## config.mk

```make
export PLATFORM = sky130hd
export DESIGN_NAME = hid_key_report_diff_flat
export DESIGN_NICKNAME = d
export VERILOG_FILES = /design/src/rtl/hkrd_pkg.sv /design/src/rtl/hkrd_in_if.sv /design/src/rtl/hkrd_out_if.sv /design/src/rtl/hkrd_lane.sv /design/src/rtl/hkrd_merge.sv /design/src/rtl/hid_key_report_diff.sv /design/src/flat_wrapper.sv
export SDC_FILE = /design/constraint.sdc
export NUM_CORES = 1
export LEC_CHECK = 0
export ABC_AREA = 1
export BUFFER_PORTS_ARGS = -buffer_cell sky130_fd_sc_hd__buf_4
export CELL_PAD_IN_SITES_DETAIL_PLACEMENT = 0
export CELL_PAD_IN_SITES_GLOBAL_PLACEMENT = 1
export CORE_ASPECT_RATIO = 0.9
export CORE_MARGIN = 2
export CORE_UTILIZATION = 30
export CTS_CLUSTER_DIAMETER = 100
export DETAILED_ROUTE_END_ITERATION = 12
export GPL_TIMING_DRIVEN = 0
export PLACE_DENSITY = 0.64
export SLEW_MARGIN = 20
export SYNTH_ARGS = -nofsm -noshare
export SYNTH_HDL_FRONTEND = slang
export SYNTH_SLANG_ARGS = --single-unit
```

## constraint.sdc

```tcl
create_clock -name clk -period 4.8 [get_ports clk]
set_input_delay 0.48 -clock clk [delete_from_list [all_inputs] [get_ports clk]]
set_output_delay 0.48 -clock clk [all_outputs]
set_load 0.02 [all_outputs]
```

## src/rtl/hkrd_pkg.sv

```systemverilog
// Shared types and constants for the keyboard report key change detector.
`timescale 1ns / 1ps
package hkrd_pkg;
	localparam int IN_SLOTS = 6;
	localparam int KEY_W = 8;
	localparam int CNT_W = 3;

	typedef logic [KEY_W-1:0] key_t;
	typedef logic [CNT_W-1:0] cnt_t;
endpackage

```

## src/rtl/hkrd_in_if.sv

```systemverilog
// Report channel: six keycode slots and a count of valid leading slots.
`timescale 1ns / 1ps
interface hkrd_in_if;
	import hkrd_pkg::*;
	logic valid;
	logic ready;
	key_t key_0;
	key_t key_1;
	key_t key_2;
	key_t key_3;
	key_t key_4;
	key_t key_5;
	cnt_t key_count;

	modport source (output valid, key_0, key_1, key_2, key_3, key_4, key_5, key_count,
		input ready);
	modport sink (input valid, key_0, key_1, key_2, key_3, key_4, key_5, key_count,
		output ready);
endinterface

```

## src/rtl/hkrd_out_if.sv

```systemverilog
// Event channel: one key press or release per transfer.
`timescale 1ns / 1ps
interface hkrd_out_if;
	import hkrd_pkg::*;
	logic valid;
	logic ready;
	key_t event_key;
	logic is_press;
	logic last_event;

	modport source (output valid, event_key, is_press, last_event, input ready);
	modport sink (input valid, event_key, is_press, last_event, output ready);
endinterface

```

## src/rtl/hkrd_lane.sv

```systemverilog
// One compare lane: flags a non-zero key that is absent from a list.
`timescale 1ns / 1ps
module hkrd_lane #(
	parameter int LIST_LEN = 6
) (
	input  logic                    en,
	input  hkrd_pkg::key_t          key,
	input  hkrd_pkg::key_t          list [LIST_LEN],
	input  logic [LIST_LEN-1:0]     list_vld,
	output logic                    flag
);
	import hkrd_pkg::*;

	logic [LIST_LEN-1:0] hit;

	always_comb begin
		for (int k = 0; k < LIST_LEN; k++) begin
			hit[k] = list_vld[k] && (list[k] == key);
		end
	end

	assign flag = en && (key != '0) && !(|hit);
endmodule

```

## src/rtl/hkrd_merge.sv

```systemverilog
// Merge stage: holds the lane flags of one report and sends them out in order.
`timescale 1ns / 1ps
module hkrd_merge #(
	parameter int RELEASE_LANES = 6,
	parameter int PRESS_LANES = 6
) (
	input  logic                   clk,
	input  logic                   arst_n,
	input  logic                   load,
	input  logic [RELEASE_LANES+PRESS_LANES-1:0] load_mask,
	input  hkrd_pkg::key_t         load_key [RELEASE_LANES+PRESS_LANES],
	output logic                   job_free,
	hkrd_out_if.source             out_ch
);
	import hkrd_pkg::*;

	localparam int N = RELEASE_LANES + PRESS_LANES;
	localparam int IDX_W = (N > 1) ? $clog2(N) : 1;

	logic [N-1:0] job_mask_q;
	key_t         job_key_q [N];
	logic [N-1:0] mask_next;
	logic [N-1:0] pick_bit;
	logic [IDX_W-1:0] pick_idx;
	logic         found;
	logic         pop;
	logic         out_valid_q;
	key_t         out_key_q;
	logic         out_press_q;
	logic         out_last_q;

	always_comb begin
		pick_idx = '0;
		for (int k = N - 1; k >= 0; k--) begin
			if (job_mask_q[k]) begin
				pick_idx = IDX_W'(k);
			end
		end
	end

	assign found = |job_mask_q;
	assign pick_bit = N'(1) << pick_idx;
	assign pop = found && (!out_valid_q || out_ch.ready);
	assign mask_next = pop ? (job_mask_q & ~pick_bit) : job_mask_q;
	assign job_free = (mask_next == '0);

	always_ff @(posedge clk or negedge arst_n) begin
		if (!arst_n) begin
			job_mask_q <= '0;
		end else if (load) begin
			job_mask_q <= load_mask;
		end else begin
			job_mask_q <= mask_next;
		end
	end

	always_ff @(posedge clk) begin
		if (load) begin
			job_key_q <= load_key;
		end
	end

	always_ff @(posedge clk or negedge arst_n) begin
		if (!arst_n) begin
			out_valid_q <= 1'b0;
		end else if (pop) begin
			out_valid_q <= 1'b1;
		end else if (out_ch.ready) begin
			out_valid_q <= 1'b0;
		end
	end

	always_ff @(posedge clk) begin
		if (pop) begin
			out_key_q   <= job_key_q[pick_idx];
			out_press_q <= (pick_idx >= IDX_W'(RELEASE_LANES));
			out_last_q  <= ((job_mask_q & ~pick_bit) == '0);
		end
	end

	assign out_ch.valid      = out_valid_q;
	assign out_ch.event_key  = out_key_q;
	assign out_ch.is_press   = out_press_q;
	assign out_ch.last_event = out_last_q;

	a_load_free: assert property (@(posedge clk) disable iff (!arst_n)
		load |-> job_free)
		else $error("report loaded over pending events");

	a_key_nonzero: assert property (@(posedge clk) disable iff (!arst_n)
		pop |-> (job_key_q[pick_idx] != '0))
		else $error("empty keycode selected for an event");

	a_fill_output: assert property (@(posedge clk) disable iff (!arst_n)
		(found && !out_valid_q) |=> out_valid_q)
		else $error("pending event not moved to output register");

	a_out_nonzero: assert property (@(posedge clk) disable iff (!arst_n)
		out_valid_q |-> (out_key_q != '0))
		else $error("event with zero keycode presented");
endmodule

```

## src/rtl/hid_key_report_diff.sv

```systemverilog
// Top level of the keyboard report key change detector.
//
// channel  dir  transfer                      payload
// in_ch    in   one report                    key_0..key_5, key_count
// out_ch   out  one press or release event    event_key, is_press, last_event
//
// A report is compared in the cycle it is taken. Its events then pass through the
// pending-event register and the output register one per cycle while out_ch does
// not stall, releases in stored slot order, then presses. A report causes 0 to 12
// events with six slots; the next report is taken in the cycle its last event moves.
// arst_n clears the held keys, the pending events and the output valid flag.
// A stall on out_ch holds the output register and, while events are pending, back-pressures in_ch.
`timescale 1ns / 1ps
module hid_key_report_diff #(
	parameter int KEY_SLOTS = 6
) (
	input  logic       clk,
	input  logic       arst_n,
	hkrd_in_if.sink    in_ch,
	hkrd_out_if.source out_ch
);
	import hkrd_pkg::*;

	localparam int EFF_SLOTS = (KEY_SLOTS < IN_SLOTS) ? KEY_SLOTS : IN_SLOTS;
	localparam int N = KEY_SLOTS + IN_SLOTS;

	key_t                  fresh [IN_SLOTS];
	logic [IN_SLOTS-1:0]   fresh_vld;
	cnt_t                  cnt;
	key_t                  held_q [KEY_SLOTS];
	logic [KEY_SLOTS-1:0]  held_all;
	logic [N-1:0]          job_mask;
	key_t                  job_key [N];
	logic                  job_free;
	logic                  accept;

	assign fresh[0] = in_ch.key_0;
	assign fresh[1] = in_ch.key_1;
	assign fresh[2] = in_ch.key_2;
	assign fresh[3] = in_ch.key_3;
	assign fresh[4] = in_ch.key_4;
	assign fresh[5] = in_ch.key_5;

	assign cnt = (in_ch.key_count > CNT_W'(EFF_SLOTS)) ? CNT_W'(EFF_SLOTS) : in_ch.key_count;
	assign held_all = '1;
	assign accept = in_ch.valid && job_free;
	assign in_ch.ready = job_free;

	for (genvar j = 0; j < IN_SLOTS; j++) begin : g_press
		assign fresh_vld[j] = (CNT_W'(j) < cnt);
		assign job_key[KEY_SLOTS+j] = fresh[j];

		hkrd_lane #(.LIST_LEN(KEY_SLOTS)) u_lane (
			.en       (fresh_vld[j]),
			.key      (fresh[j]),
			.list     (held_q),
			.list_vld (held_all),
			.flag     (job_mask[KEY_SLOTS+j])
		);
	end

	for (genvar i = 0; i < KEY_SLOTS; i++) begin : g_release
		assign job_key[i] = held_q[i];

		hkrd_lane #(.LIST_LEN(IN_SLOTS)) u_lane (
			.en       (1'b1),
			.key      (held_q[i]),
			.list     (fresh),
			.list_vld (fresh_vld),
			.flag     (job_mask[i])
		);

		if (i < IN_SLOTS) begin : g_store
			always_ff @(posedge clk or negedge arst_n) begin
				if (!arst_n) begin
					held_q[i] <= '0;
				end else if (accept) begin
					held_q[i] <= fresh_vld[i] ? fresh[i] : '0;
				end
			end
		end else begin : g_zero
			always_ff @(posedge clk or negedge arst_n) begin
				if (!arst_n) begin
					held_q[i] <= '0;
				end
			end
		end
	end

	hkrd_merge #(
		.RELEASE_LANES (KEY_SLOTS),
		.PRESS_LANES   (IN_SLOTS)
	) u_merge (
		.clk       (clk),
		.arst_n    (arst_n),
		.load      (accept),
		.load_mask (job_mask),
		.load_key  (job_key),
		.job_free  (job_free),
		.out_ch    (out_ch)
	);
endmodule
```

## src/flat_wrapper.sv

```systemverilog
// flat-port wrapper written by rule: the top's interface ports become plain ports
module hid_key_report_diff_flat import hkrd_pkg::*;
#(
	parameter int KEY_SLOTS = 6
)
  (clk, arst_n, in_ch_valid, in_ch_key_0, in_ch_key_1, in_ch_key_2, in_ch_key_3, in_ch_key_4, in_ch_key_5, in_ch_key_count, in_ch_ready, out_ch_valid, out_ch_event_key, out_ch_is_press, out_ch_last_event, out_ch_ready);
  hkrd_in_if in_ch_i ();
  hkrd_out_if out_ch_i ();
  input  logic clk;
  input  logic arst_n;
  input wire logic [$bits(in_ch_i.valid)-1:0] in_ch_valid;
  input wire logic [$bits(in_ch_i.key_0)-1:0] in_ch_key_0;
  input wire logic [$bits(in_ch_i.key_1)-1:0] in_ch_key_1;
  input wire logic [$bits(in_ch_i.key_2)-1:0] in_ch_key_2;
  input wire logic [$bits(in_ch_i.key_3)-1:0] in_ch_key_3;
  input wire logic [$bits(in_ch_i.key_4)-1:0] in_ch_key_4;
  input wire logic [$bits(in_ch_i.key_5)-1:0] in_ch_key_5;
  input wire logic [$bits(in_ch_i.key_count)-1:0] in_ch_key_count;
  output wire logic [$bits(in_ch_i.ready)-1:0] in_ch_ready;
  output wire logic [$bits(out_ch_i.valid)-1:0] out_ch_valid;
  output wire logic [$bits(out_ch_i.event_key)-1:0] out_ch_event_key;
  output wire logic [$bits(out_ch_i.is_press)-1:0] out_ch_is_press;
  output wire logic [$bits(out_ch_i.last_event)-1:0] out_ch_last_event;
  input wire logic [$bits(out_ch_i.ready)-1:0] out_ch_ready;
  assign in_ch_i.valid = in_ch_valid;
  assign in_ch_i.key_0 = in_ch_key_0;
  assign in_ch_i.key_1 = in_ch_key_1;
  assign in_ch_i.key_2 = in_ch_key_2;
  assign in_ch_i.key_3 = in_ch_key_3;
  assign in_ch_i.key_4 = in_ch_key_4;
  assign in_ch_i.key_5 = in_ch_key_5;
  assign in_ch_i.key_count = in_ch_key_count;
  assign in_ch_ready = in_ch_i.ready;
  assign out_ch_valid = out_ch_i.valid;
  assign out_ch_event_key = out_ch_i.event_key;
  assign out_ch_is_press = out_ch_i.is_press;
  assign out_ch_last_event = out_ch_i.last_event;
  assign out_ch_i.ready = out_ch_ready;
  hid_key_report_diff #(.KEY_SLOTS(KEY_SLOTS)) u_core (.clk(clk), .arst_n(arst_n), .in_ch(in_ch_i), .out_ch(out_ch_i));
endmodule
```

# --- Yosys cells after proc, flatten, opt, wreduce, memory -nomap -nowiden ---
# Index checks and enable logic that the tools add are counted.
classes:
  addsub: 0
  n_mul: 0
  div_mod_pow: 0
  order_cmp: 9
  n_eq_ne: 72
  shift: 1
  muxes: 26
  bitwise_logic: 3
  n_reduce_logical: 98
op_table:
  columns: ["op", "n"]
  rows:
  - ["equality test 8 bit", 72]
  - ["nonzero test 8 bit", 12]
  - ["OR reduction 6 bit", 12]
  - ["2-to-1 mux 8 bit", 8]
  - ["logical AND 1 bit", 56]
  - ["2-to-1 mux 4 bit", 12]
  - ["binary-select mux 8 bit (select 4 bit)", 1]
  - ["zero test 12 bit", 2]
  - ["2-to-1 mux 12 bit", 2]
  - ["zero test 1 bit", 13]
  - ["bitwise AND 12 bit", 1]
  - ["NOT 12 bit", 1]
  - ["OR reduction 12 bit", 1]
  - ["<< shifter 1 x 4 -> 12 bit, first input constant", 1]
  - ["< comparator 1 x 3 -> 1 bit, first input constant", 2]
  - ["< comparator 2 x 3 -> 1 bit, first input constant", 2]
  - ["< comparator 3 bit, first input constant", 2]
  - [">= comparator 5 bit, second input constant", 1]
  - ["NOT 4 -> 5 bit", 1]
  - [">= comparator 4 x 3 -> 1 bit, second input constant", 1]
  - ["greater-than comparator 3 bit, second input constant", 1]
  - ["2-to-1 mux 3 bit", 1]
  - ["2-to-1 mux 1 bit", 2]
  - ["nonzero test 2 bit", 1]
  - ["logical OR 1 bit", 1]
word_totals:
  reg_bits: 167
  latch_bits: 0
  mem_bits_rw: 0
  mem_bits_ro: 0
  in_bits: 55
  out_inout_bits: 12
  word_cells: 232
  memories: 0

# --- Logic depth before layout (Yosys ltp) ---
# Gate-level depths: netlist (run 1).
depth:
  word_depth: 19
  mapped_depth: 22
  depth_no_buf: 20

# --- By module ---
# Synthesis (run 1) repeated with hierarchy kept, for this count alone.
hier_totals:
  hier_cells: 2786
  area_unflattened_um2: 16938.7
by_module_without_submodules:
  columns: ["mod", "instances", "cells_per_inst", "area_each_um2", "seq_area_each_um2"]
  rows:
  - ["hkrd_lane", 12, 172, 809.5, 0.0]
  - ["hkrd_merge", 1, 457, 5093.6, 3508.4]
  - ["hid_key_report_diff", 1, 265, 2130.8, 1201.2]

# --- Worst setup path before layout (run 1) ---
# Ideal clock, no wire load.
synth_timing:
  kind: "register to register"
  start: "register u_core.u_merge.out_valid_q, in the netlist u_core.u_merge.out_ch.valid"
  end: "register u_core.u_merge.job_key_q[0] (netlist name) (enable)"
  setup_ns: 0.450
  arrival_ns: 3.989
  required_ns: 4.350
  setup_slack_ns: 0.361
  stages_incl_launch_ff: 16
  n_path_buf: 2
  period_less_slack_ns: 4.439
  cell_sequence: "dfrtp_1 inv_1 nor2_1 a21oi_4 inv_2 nor2_1 nor2_1 nor2_1 nand2_1 nor2_1 nand3_1 nor2_4 nand3_2 buf_2 buf_6 inv_1"
synth_between:
  elab_chain_cells: 6
synth_rtl:
  columns: ["item", "line_no", "source"]
  rows:
  - ["start, declared", "hkrd_merge.sv:27", "logic out_valid_q;"]
  - ["start signal, assigned", "hkrd_merge.sv:65", "out_valid_q <= 1'b0;"]
  - ["start signal, assigned", "hkrd_merge.sv:67", "out_valid_q <= 1'b1;"]
  - ["start signal, assigned", "hkrd_merge.sv:69", "out_valid_q <= 1'b0;"]
  - ["zero test 1 bit", "hkrd_merge.sv:43", "assign pop = found && (!out_valid_q || out_ch.ready);"]
  - ["logical OR 1 bit", "hkrd_merge.sv:43", null]
  - ["logical AND 1 bit", "hkrd_merge.sv:43", null]
  - ["via u_core.u_merge.pop", "hkrd_merge.sv:26", "logic pop;"]
  - ["2-to-1 mux 12 bit", "hkrd_merge.sv:44", "assign mask_next = pop ? (job_mask_q & ~pick_bit) : job_mask_q;"]
  - ["zero test 12 bit", "hkrd_merge.sv:45", "assign job_free = (mask_next == '0);"]
  - ["logical AND 1 bit", "hid_key_report_diff.sv:46", "assign accept = in_ch.valid && job_free;"]
  - ["via u_core.accept", "hid_key_report_diff.sv:35", "logic accept;"]
  - ["end signal, assigned", "hkrd_merge.sv:59", "job_key_q <= load_key;"]
  - ["end, declared", "hkrd_merge.sv:21", "key_t job_key_q [N];"]
# The timed path passes the listed nets, and every way through them passes these cells.
# A chain may end at the register's enable or synchronous reset.

# --- Final worst setup path (run 1) ---
layout_timing:
  start: "register u_core.u_merge.job_mask_q[10]"
  end: "register u_core.u_merge.job_key_q[8] (netlist name) (enable)"
layout_between:
  word_cells_on_any_way: 19
  cone_classes: "1 x shift; 12 x mux; 2 x bitwise; 4 x reduce/logical"
layout_rtl:
  columns: ["item", "line_no", "source"]
  rows:
  - ["start, declared", "hkrd_merge.sv:20", "logic [N-1:0] job_mask_q;"]
  - ["start signal, assigned", "hkrd_merge.sv:51", "job_mask_q <= load_mask;"]
  - ["start signal, assigned", "hkrd_merge.sv:53", "job_mask_q <= mask_next;"]
  - ["OR reduction 12 bit", "hkrd_merge.sv:41", "assign found = |job_mask_q;"]
  - ["logical AND 1 bit", "hkrd_merge.sv:43", null]
  - ["via u_core.u_merge.pop", "hkrd_merge.sv:26", null]
  - ["2-to-1 mux 12 bit", "hkrd_merge.sv:44", null]
  - ["zero test 12 bit", "hkrd_merge.sv:45", null]
  - ["logical AND 1 bit", "hid_key_report_diff.sv:46", null]
  - ["via u_core.accept", "hid_key_report_diff.sv:35", null]
# The timed path passes the listed nets, and every way through them passes these cells.

==> run metrics, run 1 <==
standard-cell rows=68; status=finished, final reports clean; worst-margin pin slew=1.14 ns; Post-Syn Nets=1706; largest net degree at the start of global routing=74; CTS Buf Count=17; GRT busiest layer=met1; DR pass1 iterations=5; endpoints failing setup=0; Max FO, Critical Path=73; R2R Path End=u_core.u_merge.job_key_q[8]$_DFFE_PP_; clock-pin slew on the worst setup and hold paths=0.07 ns; Power Density=339 mW/mm^2; crit end category=flip-flop; Setup TNS=0 ns; Post-Route WL=61800 um; flops & latches, synth=167; number of global-route vias before repair=11400; worst reg-to-reg setup slack=0.73 ns; CTS Buffer Depth=2; Port Buffer Count=64; CTS sink count=167; Hold Path Class=input pin to asynchronous set/reset pin; RSZ-0062 raised after global routing=false; Slew HR=24.1%; Wirelength per Cell=27.6 um; GRT Total Usage=31.1%; Crit Path Class=flip-flop to flip-flop; Setup Skew=0.0119 ns; met2 GRT Util=45.4%; met1 layer usage reported by global route=45.9%; Post-Route Utilization=34.9%; Max Fclk=0.245 GHz; Final min period=4.07 ns; Max-cap violations=0; Cell variety after synth=35; commonest cells in the netlist=nand2_1 (695), nand4_1 (207), inv_1 (127); Critical Path Start Type=flip-flop; htree depth=4; top cells by area, synth=edfxtp_1 (27%), nand2_1 (23%), dfrtp_1 (13%); fin crit share=84.9%; PostCTS Resize Cnt=0; M3 GR Usage=5.06%; asr flop ratio synth=36.5%; core box area=0.0382 mm^2; HPWL Detailed=48400 um; CTS tree=done; maximum vdd ir drop=0.000220 V; die area=0.0402 mm^2; Ports=67; Synthesis Warnings=0; Leak=0.00572 uW; CP Data Arrival Time=4.20 ns; antenna cells=0; Residual DRC=0; Vias=12500; Skew-Pair Late Insertion Delay=0.47 ns; Final Hold Fails=0; reg2reg start=u_core.u_merge.job_mask_q[10]$_DFF_PN0_; CP required=4.93 ns; gpl congestion=1.05; most frequent cell after synthesis=nand2_1; hold slack=0.114 ns; Post-synth EDFFs=106; Reg2Reg Depth=17; Layout Nets=1790; Slew Viols, Final=0; Post-synth top flop=edfxtp_1; post-synthesis sequential area ratio=40.7%; initial antenna violation count=0; layout cells sized above 1=7.84%; grt ovf=0; Vias/cell=5.60; Die Height=190 um; Initial Util=30.3%; initial DRC count=1739; root cell of the clock tree=clkbuf_16; post-synth top area cell=edfxtp_1; Die X=211 um; CTS Hold Bufs=0; post-synth top area share=27.5%; Setup Buffers After CTS=0; Post-Synthesis Cells=1651; Syn Area/Cell=7.02 um^2; Area Overhead vs Synth=15.1%; DRT antenna net count=0; Netlist Area Pre-Place=0.0116 mm^2; first-pass GRT wire length=86300 um
-- metal layers --
layer	share of wire (%)	up-vias
met2	42	643
met1	46	6175
li1	-	5626
met4	3.5	0
met5	0	-
met3	8.3	91
-- cell families after synthesis --
kind of cell / synth area share (%)
simple gates: 40.8
buf+inv: 8.97
flops: 40.7
xor+xnor: 6.05
compound gates: 3.48
-- cell usage in the layout, fill, tap and decap left out, types with 18 or more instances in the layout --
cell       instances
nand2_1          695
nand4_1          207
inv_1            126
clkbuf_1         113
edfxtp_1         106
nor2_1            79
buf_4             65
dfrtp_1           61
xnor2_1           60
nor4_1            42
a21oi_1           28
nand3_1           21
xor2_1            20
clkbuf_16         18
-- stage by stage --
stage	instances	worst slack, ns	total power, uW	area (um^2)
4_1_cts	2238	0.799	4530	13300
3_3_place_gp	2205	-1.45	3040	12700
3_5_place_dp	2206	0.809	3040	12700
2_1_floorplan	1651	0.361	2380	11600
5_1_grt	2238	0.499	4690	13300
6_report	2238	0.725	4520	13300
-- layout make-up --
cell class,instances,area [um^2]
clock inverter,13,159
tap,490,613
sequential,167,4710
multi-input combinational,1216,5840
inverter,134,508
fill,4126,24900
buffer,134,536
timing repair buffer,65,508
clock buffer,19,464
-- flip-flops by register name, indices dropped and copies added, names as in the netlist --
signal	count
u_core.u_merge.out_ch.event_key	8
u_core.u_merge.out_ch.valid	1
u_core.held_q	48
u_core.u_merge.out_ch.is_press	1
u_core.u_merge.job_key_q	96
u_core.u_merge.job_mask_q	12
u_core.u_merge.out_ch.last_event	1
-- worst max path at each step --
stage | endpoint | startpoint | slack [ns] | cells past startpoint
6_report | u_core.u_merge.job_key_q[8]$_DFFE_PP_ | u_core.u_merge.job_mask_q[10]$_DFF_PN0_ | 0.73 | 17
5_1_grt | u_core.u_merge.job_key_q[8]$_DFFE_PP_ | u_core.u_merge.job_mask_q[5]$_DFF_PN0_ | 0.50 | 17
4_1_cts | u_core.u_merge.job_key_q[8]$_DFFE_PP_ | u_core.u_merge.job_mask_q[10]$_DFF_PN0_ | 0.80 | 17
3_5_place_dp | u_core.u_merge.job_key_q[9]$_DFFE_PP_ | u_core.u_merge.job_mask_q[10]$_DFF_PN0_ | 0.81 | 17
3_3_place_gp | u_core.u_merge.job_key_q[1]$_DFFE_PP_ | u_core.u_merge.job_mask_q[10]$_DFF_PN0_ | -1.45 | 16
2_1_floorplan | u_core.u_merge.job_key_q[0]$_DFFE_PP_ | u_core.u_merge.out_ch.valid$_DFFE_PN0P_ | 0.36 | 15
-- worst max-delay path, stage by stage (launching register included) --
cell	delay, ns
dfrtp_1	0.40
nor2_1	0.08
nand3_1	0.13
inv_2	0.07
a21oi_4	0.57
inv_2	0.21
nor2_1	0.18
nor2_1	0.08
nor2_1	0.10
nand2_1	0.07
nor2_1	0.13
nand3_1	0.14
nor2_4	0.30
nand3_2	0.15
buf_2	0.22
buf_6	0.20
inv_6	0.24
buf_16	0.32
-- report_power, final --
group,internal (uW),switching (uW)
combinational,340,1070
sequential,1600,24.0
clock,826,669
(Power assumes the default switching activity.)
==> inputs of run 2 (changes only) <==
Clock period 4.8 ns to 3.9 ns, I/O delays scaled along.
==> run metrics, run 2 (same netlist as run 1, synthesis figures left out) <==
status=finished, final reports clean; worst reg-to-reg setup slack=0.27 ns (-0.45 ns); GRT Total Usage=30.3% (-0.74 points); DRT antenna net count=0 (unchanged); R2R Path End=u_core.u_merge.job_key_q[19]$_DFFE_PP_; gpl congestion=1.03 (-1.5%); Critical Path Start Type=flip-flop; endpoints failing setup=0 (unchanged); root cell of the clock tree=clkbuf_16; clock-pin slew on the worst setup and hold paths=0.06 ns (about the same); Crit Path Class=flip-flop to flip-flop; die area=0.0402 mm^2 (unchanged); maximum vdd ir drop=0.000277 V (+26%); layout cells sized above 1=8.14% (+0.31 points); reg2reg start=u_core.u_merge.job_mask_q[5]$_DFF_PN0_; CTS Buffer Depth=2 (unchanged); fin crit share=93.0% (+8.1 points); most frequent cells in the layout=nand2_1 (695), nand4_1 (207), inv_1 (126); commonest non-fill, non-tap cell in the layout=nand2_1; Setup TNS=0 ns (unchanged); Final Hold Fails=0 (unchanged); Power Density=406 mW/mm^2 (+20%); RSZ-0062 raised after global routing=false; Initial Util=30.3% (unchanged); Layout Nets=1798 (+0.45%); top flop regs=u_core.u_merge.job_key_q x96, u_core.held_q x48, u_core.u_merge.job_mask_q x12; Max FO, Critical Path=54 (-26%); Area Overhead vs Synth=15.5%; Max-cap violations=0 (unchanged); Setup Skew=0.0151 ns (+0.00320 ns); grt ovf=0 (unchanged); worst-margin pin slew=0.979 ns (-0.159 ns); Max Fclk=0.276 GHz (+12%); CP required=4.03 ns (-0.90 ns); Die Height=190 um (unchanged); core box area=0.0382 mm^2 (unchanged); Wirelength per Cell=27.0 um (-2.2%); crit end category=flip-flop; Post-Route WL=60600 um (-1.9%); Residual DRC=0 (unchanged); Port Buffer Count=64 (unchanged); Hold Path Class=input pin to asynchronous set/reset pin; htree depth=4 (unchanged); Non-Filler Instances=2246 (+0.36%); HPWL Detailed=47800 um (-1.1%); initial DRC count=1729 (-0.58%); CTS Hold Bufs=0 (unchanged); Largest Register=u_core.u_merge.job_key_q; CP Data Arrival Time=3.75 ns (-0.45 ns); Ports=67 (unchanged); first-pass GRT wire length=84900 um (-1.7%); Vias/cell=5.60 (about the same); number of global-route vias before repair=11300 (-0.72%); antenna cells=0 (unchanged); Final min period=3.63 ns (-0.447 ns); CTS sink count=167 (unchanged); CTS tree=done; DR pass1 iterations=6 (+1); initial antenna violation count=0 (unchanged); standard-cell rows=68 (unchanged); Die X=211 um (unchanged); Slew Viols, Final=0 (unchanged); largest net degree at the start of global routing=62 (-16%); Slew HR=34.7% (+11 points); Leak=0.00574 uW (+0.39%); Cells after DPL=2208 (+0.091%); number of flip-flops in the largest register=96 (unchanged); Vias=12600 (+0.31%); Reg2Reg Depth=16 (-1); CTS Buf Count=17 (unchanged); Skew-Pair Late Insertion Delay=0.47 ns (about the same)
## run 2: repair_timing
action | in CTS | in global routing
setup buffers | 4 | 3
endpoints found under the setup margin | 54 | 35
resized for setup | 0 | 5
pin swaps | 2 | 2
## run 2: cell type report
type                       count  area [um^2]
timing repair buffer          73          581
clock inverter                 9         88.8
sequential                   167         4710
inverter                     134          507
buffer                       134          542
fill                        4160        24800
clock buffer                  23          490
multi-input combinational   1216         5840
tap                          490          613
## run 2: how the worst max path moves through the flow
stage / from / endpoint / slack (ns) / cells past startpoint
floorplan: u_core.u_merge.job_mask_q[1]$_DFF_PN0_ / u_core.u_merge.job_key_q[0]$_DFFE_PP_ / 0.18 / 16
global placement: u_core.u_merge.job_mask_q[5]$_DFF_PN0_ / u_core.u_merge.job_key_q[0]$_DFFE_PP_ / -1.11 / 16
detailed placement: u_core.u_merge.job_mask_q[9]$_DFF_PN0_ / u_core.u_merge.job_key_q[0]$_DFFE_PP_ / -0.43 / 19
CTS: u_core.u_merge.job_mask_q[1]$_DFF_PN0_ / u_core.u_merge.job_key_q[19]$_DFFE_PP_ / 0.07 / 17
global route: u_core.u_merge.job_mask_q[1]$_DFF_PN0_ / u_core.u_merge.job_key_q[27]$_DFFE_PP_ / 0.05 / 16
finish: u_core.u_merge.job_mask_q[5]$_DFF_PN0_ / u_core.u_merge.job_key_q[19]$_DFFE_PP_ / 0.27 / 16
## run 2: critical path, stage by stage (launching register included)
cell and delay, ns:
dfrtp_1 0.41, nor2_1 0.17, nand2_1 0.13, nor2_2 0.19, inv_2 0.05, nor2_2 0.19, buf_6 0.24, nand3_1 0.17
o21ai_2 0.20, nand2_1 0.12, nor2_4 0.23, nand3_2 0.12, buf_2 0.23, buf_6 0.20, clkinvlp_4 0.11, buf_12 0.19
buf_16 0.26
## run 2: report_power, final
group | leakage [uW] | total (uW) | internal, uW | switching, uW
Sequential | 0.00192 | 1990 | 1960 | 29.0
Combinational | 0.00354 | 1740 | 449 | 1290
Clock | 0.000283 | 1700 | 958 | 739
Total | 0.00574 | 5430 | 3370 | 2060
## run 2: routing by layer
layer	GRT usage, %	vias up	share of wire (%)
li1	-	5638	-
met1	45.0	6184	45
met2	43.5	673	42
met3	5.39	79	9.2
met4	11.3	0	3.5
met5	0	-	0
## run 2: metrics by stage
step | power (uW) | setup WS [ns] | hold WS (ns) | area [um^2] | util [%]
finish | 5430 | 0.272 | 0.0349 | 13400 | 35.0
global route | 5650 | 0.0500 | 0.0961 | 13400 | 35.0
CTS | 5420 | 0.0689 | 0.0771 | 13400 | 35.0
detailed placement | 3720 | -0.428 | 0.429 | 12800 | 33.4
global placement | 3710 | -1.11 | 0.431 | 12700 | 33.2
floorplan | 2930 | 0.175 | 0.0944 | 11600 | -
==> inputs of run 3 (changes only) <==
Settings changed: PLACE_DENSITY 0.64 to 0.66, REMOVE_ABC_BUFFERS set to 1.
Clock period 3.9 ns to 3.1 ns, I/O delays scaled along.
==> run metrics, run 3 (same netlist as run 1, synthesis figures left out) <==
status=finished, final reports clean; commonest non-fill, non-tap cell in the layout=nand2_1; Final Hold Fails=0 (unchanged); CTS Buffer Depth=2 (unchanged); clock share of power=31.9% (+0.7 points); Ports=67 (unchanged); Die X=211 um (unchanged); CTS sink count=167 (unchanged); grt ovf=0 (unchanged); layout cells sized above 1=11.6% (+3.5 points); most frequent cells in the layout=nand2_1 (689), nand4_1 (207), inv_1 (124); Initial Util=30.3% (unchanged); placed cell areas=0.0123 mm^2 (-3.3%); Int Pwr=4590 uW (+36%); Worst path most repeated cell=nand2_1; core box area=0.0382 mm^2 (unchanged); Power Density=540 mW/mm^2 (+33%); DRT antenna net count=0 (unchanged); CTS Buf Count=17 (unchanged); DR pass1 iterations=8 (+2); Largest Register=u_core.u_merge.job_key_q; hold slack=0.0472 ns (+0.0123 ns); Residual DRC=0 (unchanged); top flop regs=u_core.u_merge.job_key_q x96, u_core.held_q x48, u_core.u_merge.job_mask_q x12; Post-Route WL=58200 um (-4.1%); Port Buffer Count=66 (+3.1%); gpl congestion=1.07 (+3.9%); Final min period=3.00 ns; endpoints failing setup=0 (unchanged); Non-Filler Instances=2155 (-4.1%); standard-cell rows=68 (unchanged); initial DRC count=1622 (-6.2%); CP Data Arrival Time=2.69 ns (-1.06 ns); initial antenna violation count=1 (+1); GRT Total Usage=28.9% (-1.4 points); Sequential Power Share=34.3% (-2.4 points); Setup Skew=0.0233 ns (+0.00822 ns); Layout Nets=1706 (-5.1%); CTS tree=done; Wirelength per Cell=27.0 um (about the same); Slew Viols, Final=0 (unchanged); Crit Path Class=flip-flop to primary output; die area=0.0402 mm^2 (unchanged); htree depth=4 (unchanged); Hold Path Class=input pin to flip-flop; logic gate share of total power=33.9% (+1.8 points); Area Overhead vs Synth=17.2%; Slew HR=27.4% (-7.3 points); first-pass GRT wire length=82100 um (-3.3%); Leak=0.00582 uW (+1.3%); Cells after DPL=2079 (-5.8%); Switching Share=37.4% (-0.57 points); number of flip-flops in the largest register=96 (unchanged); fillers=4024 (-3.3%); worst-margin pin slew=1.09 ns (+0.108 ns); crit-path cells=inv_2, nand2_1, o21ai_1, nand2_1, nand2_4, nand2_8, buf_4, nor2_4, nand2_1, o21ai_2, nand3_2, nor2_4, clkbuf_16, nand2_4, inv_2, buf_6; Setup TNS=0 ns (unchanged); largest net degree at the start of global routing=64 (+3.2%); Skew-Pair Late Insertion Delay=0.47 ns (about the same); Die Height=190 um (unchanged); Vias=12300 (-2.2%); CP peak stage delay=0.42 ns (about the same); Critical Path Start Type=flip-flop; clock-pin slew on the worst setup and hold paths=0.09 ns (+0.03 ns); HPWL Detailed=39400 um (-18%); crit end category=primary output; CP required=2.79 ns (-1.24 ns); root cell of the clock tree=clkbuf_16; Max Fclk=0.333 GHz; Vias/cell=5.71 (+2.0%); Net Sw Power=2740 uW (+33%); fin crit share=96.9%; CP max stage cell=dfrtp_1; post-route cell area=0.0136 mm^2 (+1.5%); Max FO, Critical Path=5 (-91%); maximum vdd ir drop=0.000290 V (+4.8%); Max-cap violations=0 (unchanged); number of global-route vias before repair=11400 (+0.69%); RSZ-0062 raised after global routing=true
[run 3: changes by cell type in the layout (fill, tap and decap cells not counted), sizes merged, moves of 2 or more]
cell	change
clkbuf	-119
clkinv	+2
buf	+13
nor2	+2
nand3	+3
bufinv	+2
bufbuf	+2
[run 3: final timing paths]
kind,startpoint,end,slack (ns),cells past startpoint
setup / recovery,u_core.u_merge.job_mask_q[8]$_DFF_PN0_,in_ch_ready,0.1,16
min in group asynchronous,arst_n,u_core.held_q[13]$_DFFE_PN0P_,0.50,2
hold reg to reg,u_core.u_merge.out_ch.valid$_DFFE_PN0P_,u_core.u_merge.out_ch.valid$_DFFE_PN0P_,0.57,2
max in group asynchronous,arst_n,u_core.held_q[41]$_DFFE_PN0P_,2.01,2
setup reg to reg,u_core.u_merge.job_mask_q[8]$_DFF_PN0_,u_core.u_merge.job_key_q[92]$_DFFE_PP_,0.13,17
hold / removal,out_ch_ready,u_core.u_merge.out_ch.valid$_DFFE_PN0P_,0.05,2
[run 3: final cells by class]
type	count	area [um^2]	share of cell area, %
timing repair inverter	2	13.8	0.101
clock buffer	19	443	3.26
inverter	134	532	3.92
antenna	1	2.50	0.0184
tap	490	613	4.52
multi-input combinational	1221	6070	44.7
timing repair buffer	108	1000	7.38
sequential	167	4710	34.7
clock inverter	13	188	1.38
[run 3: through the flow]
step / power (uW) / setup WS, ns / utilization [%]
2_1_floorplan: 3530 / -2.60 / -
3_3_place_gp: 4370 / -5.73 / 31.8
3_5_place_dp: 4500 / -1.78 / 32.3
4_1_cts: 7220 / 0.0421 / 34.9
5_1_grt: 7610 / -0.0719 / 35.5
6_report: 7330 / 0.0966 / 35.5
[run 3: power groups by stage]
stage,Sequential (uW),Clock (uW),Combinational [uW]
2_1_floorplan,2630,0,903
3_3_place_gp,2550,0,1810
3_5_place_dp,2550,0,1940
4_1_cts,2510,2370,2340
5_1_grt,2520,2460,2640
6_report,2510,2340,2480
[run 3: what timing repair did]
item | 4_1_cts | 5_1_grt
gates resized for setup | 24 | 31
endpoints found under the hold margin | 7 | 0
pin swaps | 7 | 16
setup endpoints to repair | 165 | 148
hold buffers | 1 | 0
buffers inserted | 19 | 13
cloned | 9 | 1
[run 3: critical path, delay by kind of cell, from the launching register on]
kind / cells / cell delay (ns)
and+or+nand+nor: 9 / 0.95
buffers and inverters: 5 / 0.55
DFF: 1 / 0.42
AOI/OAI and AO/OA: 2 / 0.30
[run 3: per-layer routing]
metal	global-route usage [%]	up-vias	share of wire (%)
li1	-	5461	-
met1	40.6	5958	43
met2	42.5	738	42
met3	6.60	142	11
met4	12.1	2	4.3
met5	0	-	0.022
